### config.mk
export PLATFORM = sky130hd
export DESIGN_NAME = pll_divider_search_core
export DESIGN_NICKNAME = d
export VERILOG_FILES = /design/src/plldiv_pkg.sv /design/src/plldiv_regs.sv /design/src/plldiv_divider.sv /design/src/pll_divider_search_core.sv
export SDC_FILE = /design/constraint.sdc
export NUM_CORES = 1
export LEC_CHECK = 0
export BUFFER_PORTS_ARGS = -buffer_cell sky130_fd_sc_hd__buf_2
export CORE_MARGIN = 4
export CORE_UTILIZATION = 31
export DETAILED_ROUTE_END_ITERATION = 10
export HOLD_SLACK_MARGIN = 0.03
export PLACE_DENSITY = 0.56
export SLEW_MARGIN = 20
export SYNTH_ARGS = -nofsm -noshare
export SYNTH_HDL_FRONTEND = slang
export SYNTH_SLANG_ARGS = --single-unit
### constraint.sdc
create_clock -name clk -period 12.6 [get_ports clk]
set_input_delay 2.52 -clock clk [delete_from_list [all_inputs] [get_ports clk]]
set_output_delay 2.52 -clock clk [all_outputs]
set_load 0.02 [all_outputs]
### src/plldiv_pkg.sv
`timescale 1ns / 1ps
// ----------------------------------------------------------------------------
// plldiv_pkg
// Shared types and constants of the PLL divider search core.
// ----------------------------------------------------------------------------
package plldiv_pkg;

  localparam int REF_W   = 17;
  localparam int OUTMIN_W = 21;
  localparam int VCO_W   = 24;
  localparam int RATE_W  = 21;
  localparam int M_W     = 8;
  localparam int N_W     = 4;
  localparam int E_W     = 2;
  localparam int ST_W    = 2;
  localparam int PROD_W  = VCO_W + N_W;
  localparam int PFD_W   = 20;
  localparam int ADDR_W  = 4;
  localparam int DATA_W  = 32;

  localparam logic [M_W-1:0] M_MAX   = 8'hff;
  localparam logic [N_W-1:0] N_MAX   = 4'hf;
  localparam logic [E_W-1:0] E_MAX   = 2'd3;
  localparam logic [PFD_W-1:0] PFD_MIN = 20'd1000;
  localparam logic [PFD_W-1:0] PFD_MAX = 20'd50000;

  localparam logic [REF_W-1:0]    REF_RST    = 17'd25000;
  localparam logic [OUTMIN_W-1:0] OUTMIN_RST = 21'd62500;
  localparam logic [VCO_W-1:0]    VCOMIN_RST = 24'd500000;
  localparam logic [VCO_W-1:0]    VCOMAX_RST = 24'd1500000;

  // register indexes
  localparam logic [1:0] REG_REF    = 2'd0;
  localparam logic [1:0] REG_OUTMIN = 2'd1;
  localparam logic [1:0] REG_VCOMIN = 2'd2;
  localparam logic [1:0] REG_VCOMAX = 2'd3;

  // result status codes
  localparam logic [ST_W-1:0] ST_FOUND  = 2'd0;
  localparam logic [ST_W-1:0] ST_RANGE  = 2'd1;
  localparam logic [ST_W-1:0] ST_NO_EXP = 2'd2;
  localparam logic [ST_W-1:0] ST_NO_MN  = 2'd3;

  typedef struct packed {
    logic [REF_W-1:0]    ref_clk;
    logic [OUTMIN_W-1:0] out_min;
    logic [VCO_W-1:0]    vco_min;
    logic [VCO_W-1:0]    vco_max;
  } cfg_t;

  typedef struct packed {
    logic busy;
    logic done;
  } div_stat_t;

endpackage

### src/plldiv_regs.sv
`timescale 1ns / 1ps
// ----------------------------------------------------------------------------
// plldiv_regs
// Configuration register bank behind a simple APB-style port.
// ----------------------------------------------------------------------------
module plldiv_regs (
  input  logic                          clk,
  input  logic                          rst,
  input  logic                          psel,
  input  logic                          penable,
  input  logic                          pwrite,
  input  logic [plldiv_pkg::ADDR_W-1:0] paddr,
  input  logic [plldiv_pkg::DATA_W-1:0] pwdata,
  output logic [plldiv_pkg::DATA_W-1:0] prdata,
  output logic                          pready,
  output plldiv_pkg::cfg_t              cfg
);
  import plldiv_pkg::*;

  logic       wr_en;
  logic [1:0] idx;

  assign pready = 1'b1;
  assign wr_en  = psel && penable && pwrite;
  assign idx    = paddr[ADDR_W-1:2];

  always_ff @(posedge clk) begin
    if (rst) begin
      cfg.ref_clk <= REF_RST;
      cfg.out_min <= OUTMIN_RST;
      cfg.vco_min <= VCOMIN_RST;
      cfg.vco_max <= VCOMAX_RST;
    end else if (wr_en) begin
      unique case (idx)
        REG_REF:    cfg.ref_clk <= pwdata[REF_W-1:0];
        REG_OUTMIN: cfg.out_min <= pwdata[OUTMIN_W-1:0];
        REG_VCOMIN: cfg.vco_min <= pwdata[VCO_W-1:0];
        REG_VCOMAX: cfg.vco_max <= pwdata[VCO_W-1:0];
        default: ;
      endcase
    end
  end

  always_comb begin
    unique case (idx)
      REG_REF:    prdata = DATA_W'(cfg.ref_clk);
      REG_OUTMIN: prdata = DATA_W'(cfg.out_min);
      REG_VCOMIN: prdata = DATA_W'(cfg.vco_min);
      REG_VCOMAX: prdata = DATA_W'(cfg.vco_max);
      default:    prdata = '0;
    endcase
  end

endmodule

### src/plldiv_divider.sv
`timescale 1ns / 1ps
// ----------------------------------------------------------------------------
// plldiv_divider
// Restoring divider, one quotient bit per cycle, for an 8-bit quotient.
// ----------------------------------------------------------------------------
module plldiv_divider (
  input  logic                          clk,
  input  logic                          rst,
  input  logic                          start,
  input  logic [plldiv_pkg::PROD_W-1:0] dividend,
  input  logic [plldiv_pkg::REF_W-1:0]  divisor,
  output logic [plldiv_pkg::M_W-1:0]    quotient,
  output plldiv_pkg::div_stat_t         stat
);
  import plldiv_pkg::*;

  localparam int DSR_W = REF_W + M_W - 1;

  logic [PROD_W-1:0]   rem;
  logic [DSR_W-1:0]    dsr;
  logic [2:0]          count;
  logic                ge;

  assign ge = rem >= PROD_W'(dsr);

  always_ff @(posedge clk) begin
    if (rst) begin
      stat  <= '0;
      count <= '0;
    end else begin
      stat.done <= stat.busy && (count == 3'd7);
      if (start && !stat.busy) begin
        stat.busy <= 1'b1;
        count     <= '0;
      end else if (stat.busy) begin
        count <= count + 3'd1;
        if (count == 3'd7) begin
          stat.busy <= 1'b0;
        end
      end
    end
  end

  always_ff @(posedge clk) begin
    if (start && !stat.busy) begin
      rem      <= dividend;
      dsr      <= {divisor, {(M_W-1){1'b0}}};
      quotient <= '0;
    end else if (stat.busy) begin
      if (ge) rem <= rem - PROD_W'(dsr);
      dsr      <= {1'b0, dsr[DSR_W-1:1]};
      quotient <= {quotient[M_W-2:0], ge};
    end
  end

endmodule

### src/pll_divider_search_core.sv
`timescale 1ns / 1ps
// ----------------------------------------------------------------------------
// pll_divider_search_core
// Searches PLL post divider, reference divider and multiplier for a rate.
// ----------------------------------------------------------------------------
// sequence: range check first, and a rejected rate goes straight to the output
// register; otherwise a trial per post divider exponent, a multiply and a check
// per reference divider trial, a division for the winning multiplier, then the
// output register load, held by any output stall; throughput: one search at
// a time, the next transfer is taken once the result is in the output register
// reset: synchronous, clears control state and restores register defaults
module pll_divider_search_core (
  input  logic        clk,
  input  logic        rst,
  input  logic        s_tvalid,
  output logic        s_tready,
  input  logic [23:0] s_tdata,   // target_khz[20:0], zero pad
  output logic        m_tvalid,
  input  logic        m_tready,
  output logic [15:0] m_tdata,   // status[1:0], mult_m[9:2], prediv_n[13:10], postdiv_exp[15:14]
  input  logic        psel,
  input  logic        penable,
  input  logic        pwrite,
  input  logic [3:0]  paddr,
  input  logic [31:0] pwdata,
  output logic [31:0] prdata,
  output logic        pready
);
  import plldiv_pkg::*;

  localparam logic [2:0] S_IDLE   = 3'd0;
  localparam logic [2:0] S_RANGE  = 3'd1;
  localparam logic [2:0] S_EXP    = 3'd2;
  localparam logic [2:0] S_MUL    = 3'd3;
  localparam logic [2:0] S_CHECK  = 3'd4;
  localparam logic [2:0] S_DIV    = 3'd5;
  localparam logic [2:0] S_FINISH = 3'd6;

  cfg_t              cfg;
  div_stat_t         div_stat;
  logic [M_W-1:0]    div_q;
  logic              div_start;

  logic [2:0]        state;
  logic [RATE_W-1:0] rate;
  logic [VCO_W-1:0]  vco;
  logic [VCO_W-1:0]  vco_try;
  logic [PROD_W-1:0] prod;
  logic [N_W-1:0]    n;
  logic [E_W-1:0]    e;
  logic              any_exp;
  logic [ST_W-1:0]   res_status;
  logic [M_W-1:0]    res_m;
  logic [N_W-1:0]    res_n;
  logic [E_W-1:0]    res_e;
  logic [PFD_W-1:0]  pfd_lo;
  logic [PFD_W-1:0]  pfd_hi;
  logic              cand_ok;

  plldiv_regs u_regs (
    .clk     (clk),
    .rst     (rst),
    .psel    (psel),
    .penable (penable),
    .pwrite  (pwrite),
    .paddr   (paddr),
    .pwdata  (pwdata),
    .prdata  (prdata),
    .pready  (pready),
    .cfg     (cfg)
  );

  plldiv_divider u_div (
    .clk      (clk),
    .rst      (rst),
    .start    (div_start),
    .dividend (prod),
    .divisor  (cfg.ref_clk),
    .quotient (div_q),
    .stat     (div_stat)
  );

  assign s_tready = (state == S_IDLE);
  assign vco_try  = VCO_W'(rate) << e;
  assign pfd_lo   = PFD_MIN * PFD_W'(n);
  assign pfd_hi   = (PFD_MAX + PFD_W'(1)) * PFD_W'(n);
  assign cand_ok  = (prod >= {{(PROD_W-REF_W-1){1'b0}}, cfg.ref_clk, 1'b0})
                 && (prod <  {{(PROD_W-REF_W-M_W){1'b0}}, cfg.ref_clk, {M_W{1'b0}}})
                 && (PFD_W'(cfg.ref_clk) >= pfd_lo)
                 && (PFD_W'(cfg.ref_clk) <  pfd_hi);
  assign div_start = (state == S_CHECK) && cand_ok;

  always_ff @(posedge clk) begin
    if (rst) begin
      state    <= S_IDLE;
      m_tvalid <= 1'b0;
      any_exp  <= 1'b0;
      e        <= '0;
      n        <= '0;
    end else begin
      if (m_tvalid && m_tready && state != S_FINISH) m_tvalid <= 1'b0;
      unique case (state)
        S_IDLE: begin
          if (s_tvalid) begin
            state   <= S_RANGE;
            any_exp <= 1'b0;
            e       <= '0;
          end
        end
        S_RANGE: begin
          if (rate >= cfg.out_min && VCO_W'(rate) <= cfg.vco_max) begin
            state <= S_EXP;
          end else begin
            res_status <= ST_RANGE;
            state      <= S_FINISH;
          end
        end
        S_EXP: begin
          if (vco_try >= cfg.vco_min && vco_try <= cfg.vco_max) begin
            any_exp <= 1'b1;
            n       <= 4'd1;
            state   <= S_MUL;
          end else if (e == E_MAX) begin
            res_status <= any_exp ? ST_NO_MN : ST_NO_EXP;
            state      <= S_FINISH;
          end else begin
            e <= e + 2'd1;
          end
        end
        S_MUL: begin
          state <= S_CHECK;
        end
        S_CHECK: begin
          if (cand_ok) begin
            state <= S_DIV;
          end else if (n == N_MAX) begin
            if (e == E_MAX) begin
              res_status <= ST_NO_MN;
              state      <= S_FINISH;
            end else begin
              e     <= e + 2'd1;
              state <= S_EXP;
            end
          end else begin
            n     <= n + 4'd1;
            state <= S_MUL;
          end
        end
        S_DIV: begin
          if (div_stat.done) begin
            res_status <= ST_FOUND;
            state      <= S_FINISH;
          end
        end
        S_FINISH: begin
          if (!m_tvalid || m_tready) begin
            m_tvalid <= 1'b1;
            state    <= S_IDLE;
          end
        end
        default: state <= S_IDLE;
      endcase
    end
  end

  always_ff @(posedge clk) begin
    if (state == S_IDLE && s_tvalid) rate <= s_tdata[RATE_W-1:0];
    if (state == S_EXP) vco <= vco_try;
    if (state == S_MUL) prod <= PROD_W'(vco) * PROD_W'(n);
    if (state == S_DIV && div_stat.done) begin
      res_m <= div_q;
      res_n <= n;
      res_e <= e;
    end
    if (state == S_FINISH && (!m_tvalid || m_tready)) begin
      if (res_status == ST_FOUND) begin
        m_tdata <= {res_e, res_n, res_m, res_status};
      end else begin
        m_tdata <= {{(E_W+N_W+M_W){1'b0}}, res_status};
      end
    end
  end

  a_fail_zero: assert property (@(posedge clk) disable iff (rst)
    m_tvalid && m_tdata[1:0] != ST_FOUND |-> m_tdata[15:2] == '0)
    else $error("failed search carries nonzero divider fields");

  a_found_valid: assert property (@(posedge clk) disable iff (rst)
    m_tvalid && m_tdata[1:0] == ST_FOUND |-> m_tdata[9:2] >= 8'd2 && m_tdata[13:10] != '0)
    else $error("found result with invalid multiplier or divider");

  a_idle_div: assert property (@(posedge clk) disable iff (rst)
    s_tready |-> !div_stat.busy)
    else $error("input taken while divider busy");

  a_div_once: assert property (@(posedge clk) disable iff (rst)
    div_start |=> state == S_DIV && div_stat.busy)
    else $error("divider start not followed by division");

endmodule
# Word-level counts from Yosys, hierarchy flattened
# Index checks and enable logic that the tools add are counted.
[totals] register_bits=267 input_bits=67 output_inout_bits=51 elab_cells=150
[classes] add_sub_neg=4 mul=3 magnitude_cmp=9 eq_ne=25 shifts=1 n_mux=44 n_bitwise=1 reduce_logical=38
[op_table] op="$pmux 32 s4" n=1
[op_table] op="$mux 28" n=3
[op_table] op="$mux 24" n=2
[op_table] op="$ge 28x18->1" n=1
[op_table] op="$ge 28x24->1" n=1
[op_table] op="$lt 28x25->1" n=1
[op_table] op="$mul 24x4->28" n=1
[op_table] op="$sub 28x24->28" n=1
[op_table] op="$mux 3" n=9
[op_table] op="$ge 24x24->1" n=1
[op_table] op="$le 21x24->1" n=1
[op_table] op="$le 24x24->1" n=1
[op_table] op="$mux 2" n=12
[op_table] op="$shl 21x2->24" n=1
[op_table] op="$ge 21x21->1" n=1
[op_table] op="$pmux 3 s7" n=1
[op_table] op="$lt 17x20->1" n=1
[op_table] op="$mul 16x4->20 const A" n=1
[op_table] op="$ge 17x14->1" n=1
[op_table] op="$ne 2x2->1 const B" n=8
[op_table] op="$logic_and 1x1->1" n=15
[op_table] op="$eq 3x3->1 const B" n=4
[op_table] op="$mux 4" n=3
[op_table] op="$mul 7x4->11 const A" n=1
[op_table] op="other kinds (29)" n=53

# Depth between registers and ports, before layout
# Gate-level depths: netlist (run 1).
[depth] depth_word=8 ltp_mapped=23 depth_no_buf=21

# Hierarchy
# Synthesis (run 1) repeated with hierarchy kept, for this count alone.
[hier_totals] hier_cells=2060 hier_area_um2=20225.6
[modules_own_cells] mod="pll_divider_search_core" instances=1 cells_each=1198 area_per_inst_um2=11821.3 seq_area_each_um2=3373.2
[modules_own_cells] mod="plldiv_divider" instances=1 cells_each=484 area_per_inst_um2=4306.6 seq_area_each_um2=1751.7
[modules_own_cells] mod="plldiv_regs" instances=1 cells_each=378 area_per_inst_um2=4097.7 seq_area_each_um2=1721.7

# Least setup slack after synthesis (run 1)
# No wires, ideal clock.
[synth_timing] path_type="in2out" startpoint="input paddr[2]" endpoint="output prdata[21]" arrival_ps=3948 required_time_ps=10080 slack_ps=6132 stages=5 n_path_buf=3 cell_sequence="clkbuf_1 buf_1 clkbuf_1 mux2i_1 nor2b_1"
[synth_between] elab_chain_len=2 word_cells_on_any_way=5 classes_between="eq/ne: 3; mux: 1; reduce/logical: 1"
[synth_rtl] element="start, declared" line="pll_divider_search_core.sv:24" rtl="input logic [3:0] paddr,"
[synth_rtl] element="$eq 2x2->1 (tied with other cells)" line="plldiv_regs.sv:45" rtl="unique case (idx)"
[synth_rtl] element="$pmux 32 s4 *" line="plldiv_regs.sv:45"
[synth_rtl] element="end, declared" line="pll_divider_search_core.sv:26" rtl="output logic [31:0] prdata,"
# Every way passes the cells marked *; elsewhere a longest branch is shown, timed or not. The select of a mux whose other input is x is not followed.

# Final worst setup path (run 1)
[layout_timing] startpoint="input paddr[2]" endpoint="output prdata[11]"
# Same word-level chain as after synthesis.

==> results.toml, run 1 <==
[cells_and_area]
fill_cells = 6126
synthToLayoutAreaGrowth_pct = 12.0
n_antenna_cell = 0
register_area_sq_um = 6850
final_stage_net_count = 2436
mostFrequentLayoutCell = "sky130_fd_sc_hd__nand2_1"
final_layout_size_suffix_gt1_frac = 0.107
final_cell_mix = "sky130_fd_sc_hd__nand2_1 (275), sky130_fd_sc_hd__ha_1 (235), sky130_fd_sc_hd__inv_1 (198), sky130_fd_sc_hd__edfxtp_1 (150), sky130_fd_sc_hd__a21oi_1 (149)"
multiInputGateArea_sq_um = 11200

[placement]
dp_hpwl_microns = 40100
place_congestion = 0.902
io_buffer_count = 95

[global_route]
grt_max_degree = 97
first_global_vias = 14900
antenna_found_initial = 1
grt_remaining_overflow = 0
global_route.usage.total = 0.154
wire_length_of_the_first_global_routing_pass_microns = 82200

[power_and_ir_drop]
proportion_of_total_power_due_to_net_switching = 0.284
net_switching_uw = 667
pwr-share-comb = 0.177
worst_ir_drop_vdd_uv = 76.1
static-leakage-power_nw = 9.12
p_int_mw = 1.68
power_frac_seq = 0.436
p_clk_frac = 0.388
total_power_mw = 2.35
pd_cells_nw_per_um2 = 110

[clock_network]
clock_tree_from_tritoncts = "done"
cts.repair_timing.setup_buffer_count = 0
clk_pin_slew_worst_paths_ns = 0.06
clk_path_buf_depth = 3
clk_latency_worst_skew_pair_ns = 0.57
clock_tree.root_cell = "sky130_fd_sc_hd__clkbuf_16"
ctsResizeCount = 0
cts_max_level = 1
cts.sinks = 267
cts_buffers = 31
cts_hold_buffers = 0

[detailed_routing]
vias = 14800
post-route-drc-count = 0
drt_iter0_drc = 917
detail_route.first_pass.iterations = 6
route.detailed.wl_per_inst_microns = 17.9
drt-total-wl_microns = 51800
vias_per_cell = 5.12
route.antenna.remaining_nets = 0

[synthesis]
post_synth_num_cell_types = 77
synth_enable_flop_cells = 150
synthesis.instances = 2015
yosysSeqAreaShare = 0.358
synth-warning-count = 0
post-synth-top-area-fraction = 0.235
synth_top_flop_cell = "sky130_fd_sc_hd__edfxtp_1"
netlist_area_sq_um = 19100
syn-mean-instance-area_sq_um = 9.49
synth_top_area_cell = "sky130_fd_sc_hd__edfxtp_1"
postSynthRegisterBits = 267
ys_async_sr_fraction = 0
netlist_top_cells_area = "sky130_fd_sc_hd__edfxtp_1 (24%), sky130_fd_sc_hd__ha_1 (15%), sky130_fd_sc_hd__dfxtp_1 (12%)"

[floorplanning]
std_cell_rows = 90
die_ht_microns = 256
initial_utilization = 0.315
floorplan.core_area_sq_um = 60700
fp.dieArea_sq_um = 65700
ios = 118
die_width_microns = 256

[timing]
post-route-min-period_ns = 6.67
report.final.hold_viol_count = 0
max_clock_freq_mhz = 150
maxSlewHeadroom = 0.268
setup_viol_count_final = 0
final_max_slew_viol_count = 0
timing.setup.tns_ns = 0
clock_skew_ns = 0.0151
tightestPinTransition_ns = 1.10
fin_hold_ws_ns = 0.438
min_period_over_period = 0.529
grt_setup_unrepaired = "false"

[worst_setup_path]
cell_repeated_most_along_the_worst_path = "sky130_fd_sc_hd__buf_2"
timing.critical_path.fanout_max = 34
cells_traversed_along_the_worst_timing_path = "buf_2, mux4_2, buf_2"
setup.worst_path.class = "input pin to output pin"
delay_of_the_slowest_cell_on_the_worst_path_ns = 0.73
cp_data_required_time_ns = 10.08
startpoint_type = "input pin"
critPathArrivalTime_ns = 4.15
critical-path-slowest-cell = "sky130_fd_sc_hd__buf_2"
critPathCaptureType = "output pin"

[outcome]
run_status = "complete, no violations"

[worst_hold_path]
min_path_type = "register to register"

[flow_run]
max_cap_viol_count = 0
[critical path: cells and delay by family]
kind,cells,cell delay [ns]
buf+inv,2,0.93
mux,1,0.68
[state kept, by name (all words and copies together), names as in the netlist, 4 cells and up]
name / flops
m_tdata: 16
n: 4
prod: 28
rate: 21
res_m: 8
res_n: 4
u_div.dsr: 24
u_div.quotient: 8
u_div.rem: 28
u_regs.cfg: 86
vco: 24
[stage by stage]
| stage | cells | instance area, sq um | utilization | setup WS (ns) |
|---|---|---|---|---|
| 5_1_grt | 2887 | 21400 | 0.353 | 5.83 |
| 6_report | 2887 | 21400 | 0.353 | 5.93 |
| 3_5_place_dp | 2830 | 20400 | 0.336 | 5.88 |
| 4_1_cts | 2887 | 21400 | 0.353 | 5.89 |
| 2_1_floorplan | 2022 | 19200 | - | 6.13 |
| 3_3_place_gp | 2830 | 20400 | 0.336 | 5.89 |
[power groups by stage]
stage	logic (mW)	clock network (mW)	registers, mW
floorplan	0.310	0	1.01
global placement	0.401	0	1.04
detailed placement	0.413	0	1.04
CTS	0.417	0.930	1.02
global route	0.470	0.963	1.03
finish	0.415	0.911	1.02
[worst paths after layout]
path                          start      endpoint  slack (ns)  cells past startpoint
setup reg to reg               n[1]  u_div.rem[4]        7.11                     21
hold reg to reg   u_div.quotient[3]      res_m[3]        0.44                      0
setup / recovery           paddr[2]    prdata[11]        5.93                      3
hold / removal    u_div.quotient[3]      res_m[3]        0.44                      0
[cells in the mapped netlist (19+ instances only)]
library cell	instances
sky130_fd_sc_hd__nand4_1	29
sky130_fd_sc_hd__ha_1	235
sky130_fd_sc_hd__mux2i_1	23
sky130_fd_sc_hd__and2_1	50
sky130_fd_sc_hd__nor2_1	99
sky130_fd_sc_hd__fa_1	53
sky130_fd_sc_hd__o21ai_0	89
sky130_fd_sc_hd__nand2b_1	19
sky130_fd_sc_hd__xnor2_1	42
sky130_fd_sc_hd__xor2_1	20
sky130_fd_sc_hd__clkbuf_1	65
sky130_fd_sc_hd__nand2_1	275
sky130_fd_sc_hd__a211o_1	21
sky130_fd_sc_hd__inv_1	198
sky130_fd_sc_hd__a21oi_1	149
sky130_fd_sc_hd__mux4_2	27
sky130_fd_sc_hd__a21o_1	61
sky130_fd_sc_hd__edfxtp_1	150
sky130_fd_sc_hd__o21a_1	19
sky130_fd_sc_hd__nand3_1	28
sky130_fd_sc_hd__dfxtp_1	117
sky130_fd_sc_hd__nor2b_1	26
[per-layer routing]
layer | GRT usage | vias up | share of wire
met5 | 0 | - | 0
met4 | 0.0492 | 0 | 0.033
met3 | 0.0187 | 80 | 0.049
met2 | 0.261 | 338 | 0.47
met1 | 0.205 | 7132 | 0.45
li1 | - | 7221 | -
[logic make-up after synthesis]
group,synth area share
adder cells (fa/ha/maj),0.209
flip-flops,0.358
other,0.000393
multiplexers,0.0474
buffers and inverters,0.0594
AND/OR/NAND/NOR,0.152
AO/OA/AOI/OAI,0.145
XOR/XNOR,0.0284
[layout make-up]
class	count	area share
Clock buffer	43	0.0419
Clock inverter	14	0.00648
Timing Repair Buffer	115	0.0292
Inverter	199	0.0349
Multi-Input combinational cell	1467	0.522
Tap cell	782	0.0457
Sequential cell	267	0.320
Note: power is estimated with default switching activity, not from simulation.
==> inputs of run 2 (changes only) <==
--- a/config.mk
+++ b/config.mk
@@ -5,6 +5,7 @@
 export SDC_FILE = /design/constraint.sdc
 export NUM_CORES = 1
 export LEC_CHECK = 0
+export ABC_AREA = 1
 export BUFFER_PORTS_ARGS = -buffer_cell sky130_fd_sc_hd__buf_2
 export CORE_MARGIN = 4
 export CORE_UTILIZATION = 31
==> constraint.sdc (replaced) <==
create_clock -name clk -period 6.3 [get_ports clk]
set_input_delay 1.26 -clock clk [delete_from_list [all_inputs] [get_ports clk]]
set_output_delay 1.26 -clock clk [all_outputs]
set_load 0.02 [all_outputs]
==> results.toml, run 2 <==
[timing]
post-route-min-period_ns = 5.20
fin_hold_ws_ns = 0.447
post-route-worst-setup-slack_ns = 1.10
min_period_over_period = 0.825
timing.setup.tns_ns = 0
grt_setup_unrepaired = "false"
maxSlewHeadroom = 0.354
tightestPinTransition_ns = 0.967
clock_skew_ns = 0.0212
report.final.hold_viol_count = 0
max_clock_freq_mhz = 192
setup_viol_count_final = 0
final_max_slew_viol_count = 0

[placement]
io_buffer_count = 95
dp_cells = 3264
place_ws_ns = 1.10
place_congestion = 0.908
placement.cell_area_sq_um = 20900
dp_hpwl_microns = 43800

[power_and_ir_drop]
pwr-share-comb = 0.291
proportion_of_total_power_due_to_net_switching = 0.346
static-leakage-power_nw = 10.1
pd_cells_nw_per_um2 = 267
net_switching_mw = 2.03
p_int_mw = 3.84
p_clk_frac = 0.331
worst_ir_drop_vdd_uv = 215
power_frac_seq = 0.378
total_power_mw = 5.87

[clock_network]
clk_latency_worst_skew_pair_ns = 0.58
cts_buffers = 30
cts.repair_timing.setup_buffer_count = 0
ctsResizeCount = 0
clock_tree.root_cell = "sky130_fd_sc_hd__clkbuf_16"
clk_pin_slew_worst_paths_ns = 0.06
cts_max_level = 1
clock_tree_from_tritoncts = "done"
cts.sinks = 267
clk_path_buf_depth = 3
cts_hold_buffers = 0

[synthesis]
post-synth-top-count-cell = "sky130_fd_sc_hd__nand2_1"
ys_top_cells_by_count = "sky130_fd_sc_hd__nand2_1 (496), sky130_fd_sc_hd__inv_1 (358), sky130_fd_sc_hd__ha_1 (235)"
synthesis.instances = 2378
post-synth-top-area-fraction = 0.231
netlist_area_sq_um = 19500
netlist_top_cells_area = "sky130_fd_sc_hd__edfxtp_1 (23%), sky130_fd_sc_hd__ha_1 (15%), sky130_fd_sc_hd__dfxtp_1 (12%)"
yosysSeqAreaShare = 0.351
synth_top_flop_cell = "sky130_fd_sc_hd__edfxtp_1"
synth_enable_flop_cells = 150
synth-warning-count = 0
ys_async_sr_fraction = 0
syn-mean-instance-area_sq_um = 8.21
postSynthRegisterBits = 267
post_synth_num_cell_types = 51
synth_top_area_cell = "sky130_fd_sc_hd__edfxtp_1"

[floorplanning]
die_width_microns = 259
ios = 118
die_ht_microns = 259
std_cell_rows = 91
floorplan.core_area_sq_um = 62100
fp.dieArea_sq_um = 67100
initial_utilization = 0.315

[worst_setup_path]
critical-path-slowest-cell = "sky130_fd_sc_hd__buf_4"
cp_data_required_time_ns = 6.60
critPathArrivalTime_ns = 5.50
critPathCaptureType = "register"
timing.critical_path.fanout_max = 48
r2r.worst_path.cells = 24
rr_startpoint = "n[2]"
crit-reg2reg-capture = "u_div.rem[4]"
cells_traversed_along_the_worst_timing_path = "buf_4, ha_1, inv_1, fa_1, inv_1, ha_1, nand3_1, nand2_1, a21oi_1, o21ai_0, nand2_1, a21oi_1, nor2_1, xor2_1, ha_1, nand4_1, nor2_1, nand3_1, and3_1, nor2_4, nand3_4, nor2_4, buf_4, o21ai_0"
path_buf_inv = 4
delay_of_the_slowest_cell_on_the_worst_path_ns = 0.58
flop2flop_setup_slack_ns = 1.10
setup.worst_path.class = "register to register"
cell_repeated_most_along_the_worst_path = "sky130_fd_sc_hd__ha_1"
crit_family = "adder cells"
startpoint_type = "register"

[detailed_routing]
detail_route.first_pass.iterations = 5
route.detailed.wl_per_inst_microns = 16.5
route.antenna.remaining_nets = 0
post-route-drc-count = 0
drt_iter0_drc = 1111
vias = 16200
drt-total-wl_microns = 54900
vias_per_cell = 4.89

[cells_and_area]
post_route_insts_no_fill = 3320
mostFrequentLayoutCell = "sky130_fd_sc_hd__nand2_1"
synthToLayoutAreaGrowth_pct = 12.6
largest_register_ffs = 86
final_layout_size_suffix_gt1_frac = 0.0838
final_area_sq_um = 22000
final_stage_net_count = 2814
final_cell_mix = "sky130_fd_sc_hd__nand2_1 (496), sky130_fd_sc_hd__inv_1 (358), sky130_fd_sc_hd__ha_1 (235), sky130_fd_sc_hd__a21oi_1 (205), sky130_fd_sc_hd__o21ai_0 (159)"
reg_top3 = "u_regs.cfg: 86 flops, prod: 28 flops, u_div.rem: 28 flops"
finalCoreUtilization = 0.354
n_antenna_cell = 0
largest_register = "u_regs.cfg"

[worst_hold_path]
hold_path_startpoint = "res_status[1]"
holdPathEnd = "m_tdata[1]"
min_path_type = "register to register"
min_path_cells = 0

[global_route]
antenna_found_initial = 4
first_global_vias = 15900
wire_length_of_the_first_global_routing_pass_microns = 88000
grt_remaining_overflow = 0
global_route.usage.total = 0.162
grt_max_degree = 91

[flow_run]
max_cap_viol_count = 0

[outcome]
run_status = "complete, no violations"
## run 2: how the worst max path moves through the flow
stage / from / to / slack (ns) / cells past startpoint
2_1_floorplan: n[2] / u_div.rem[0] / 1.15 / 27
3_3_place_gp: n[2] / u_div.rem[17] / 1.15 / 24
3_5_place_dp: n[2] / u_div.rem[4] / 1.10 / 24
4_1_cts: n[2] / u_div.rem[4] / 1.08 / 24
5_1_grt: n[2] / u_div.rem[2] / 0.60 / 25
6_report: n[2] / u_div.rem[4] / 1.10 / 24
## run 2: final cells by class
cell class,count,area (sq um)
Inverter,362,1360
Clock inverter,16,234
Tap cell,837,1050
Timing Repair Buffer,115,626
Sequential cell,267,6850
Clock buffer,40,860
Fill cell,6426,40100
Multi-Input combinational cell,1683,11000
## run 2: power by group through the flow
stage | Sequential (mW) | Clock [mW] | Combinational [mW]
5_1_grt | 2.23 | 2.04 | 1.97
3_3_place_gp | 2.25 | 0 | 1.64
3_5_place_dp | 2.25 | 0 | 1.69
6_report | 2.22 | 1.94 | 1.71
2_1_floorplan | 2.21 | 0 | 1.21
4_1_cts | 2.22 | 1.98 | 1.70
## run 2: cell families after synthesis
kind of cell / share of synthesized area
flops: 0.351
compound gates: 0.145
other cells: 0.000384
fa+ha+maj: 0.205
simple gates: 0.171
mux: 0.0108
buf+inv: 0.0881
xor+xnor: 0.0296
## run 2: routing by layer
layer / wire (microns) / vias to the layer above / track usage / share of wire
li1: - / 8099 / - / -
met1: 26300 / 7697 / 0.230 / 0.48
met5: 0 / - / 0 / 0
met2: 24700 / 375 / 0.265 / 0.45
met3: 2450 / 77 / 0.0184 / 0.045
met4: 1370 / 0 / 0.0409 / 0.025
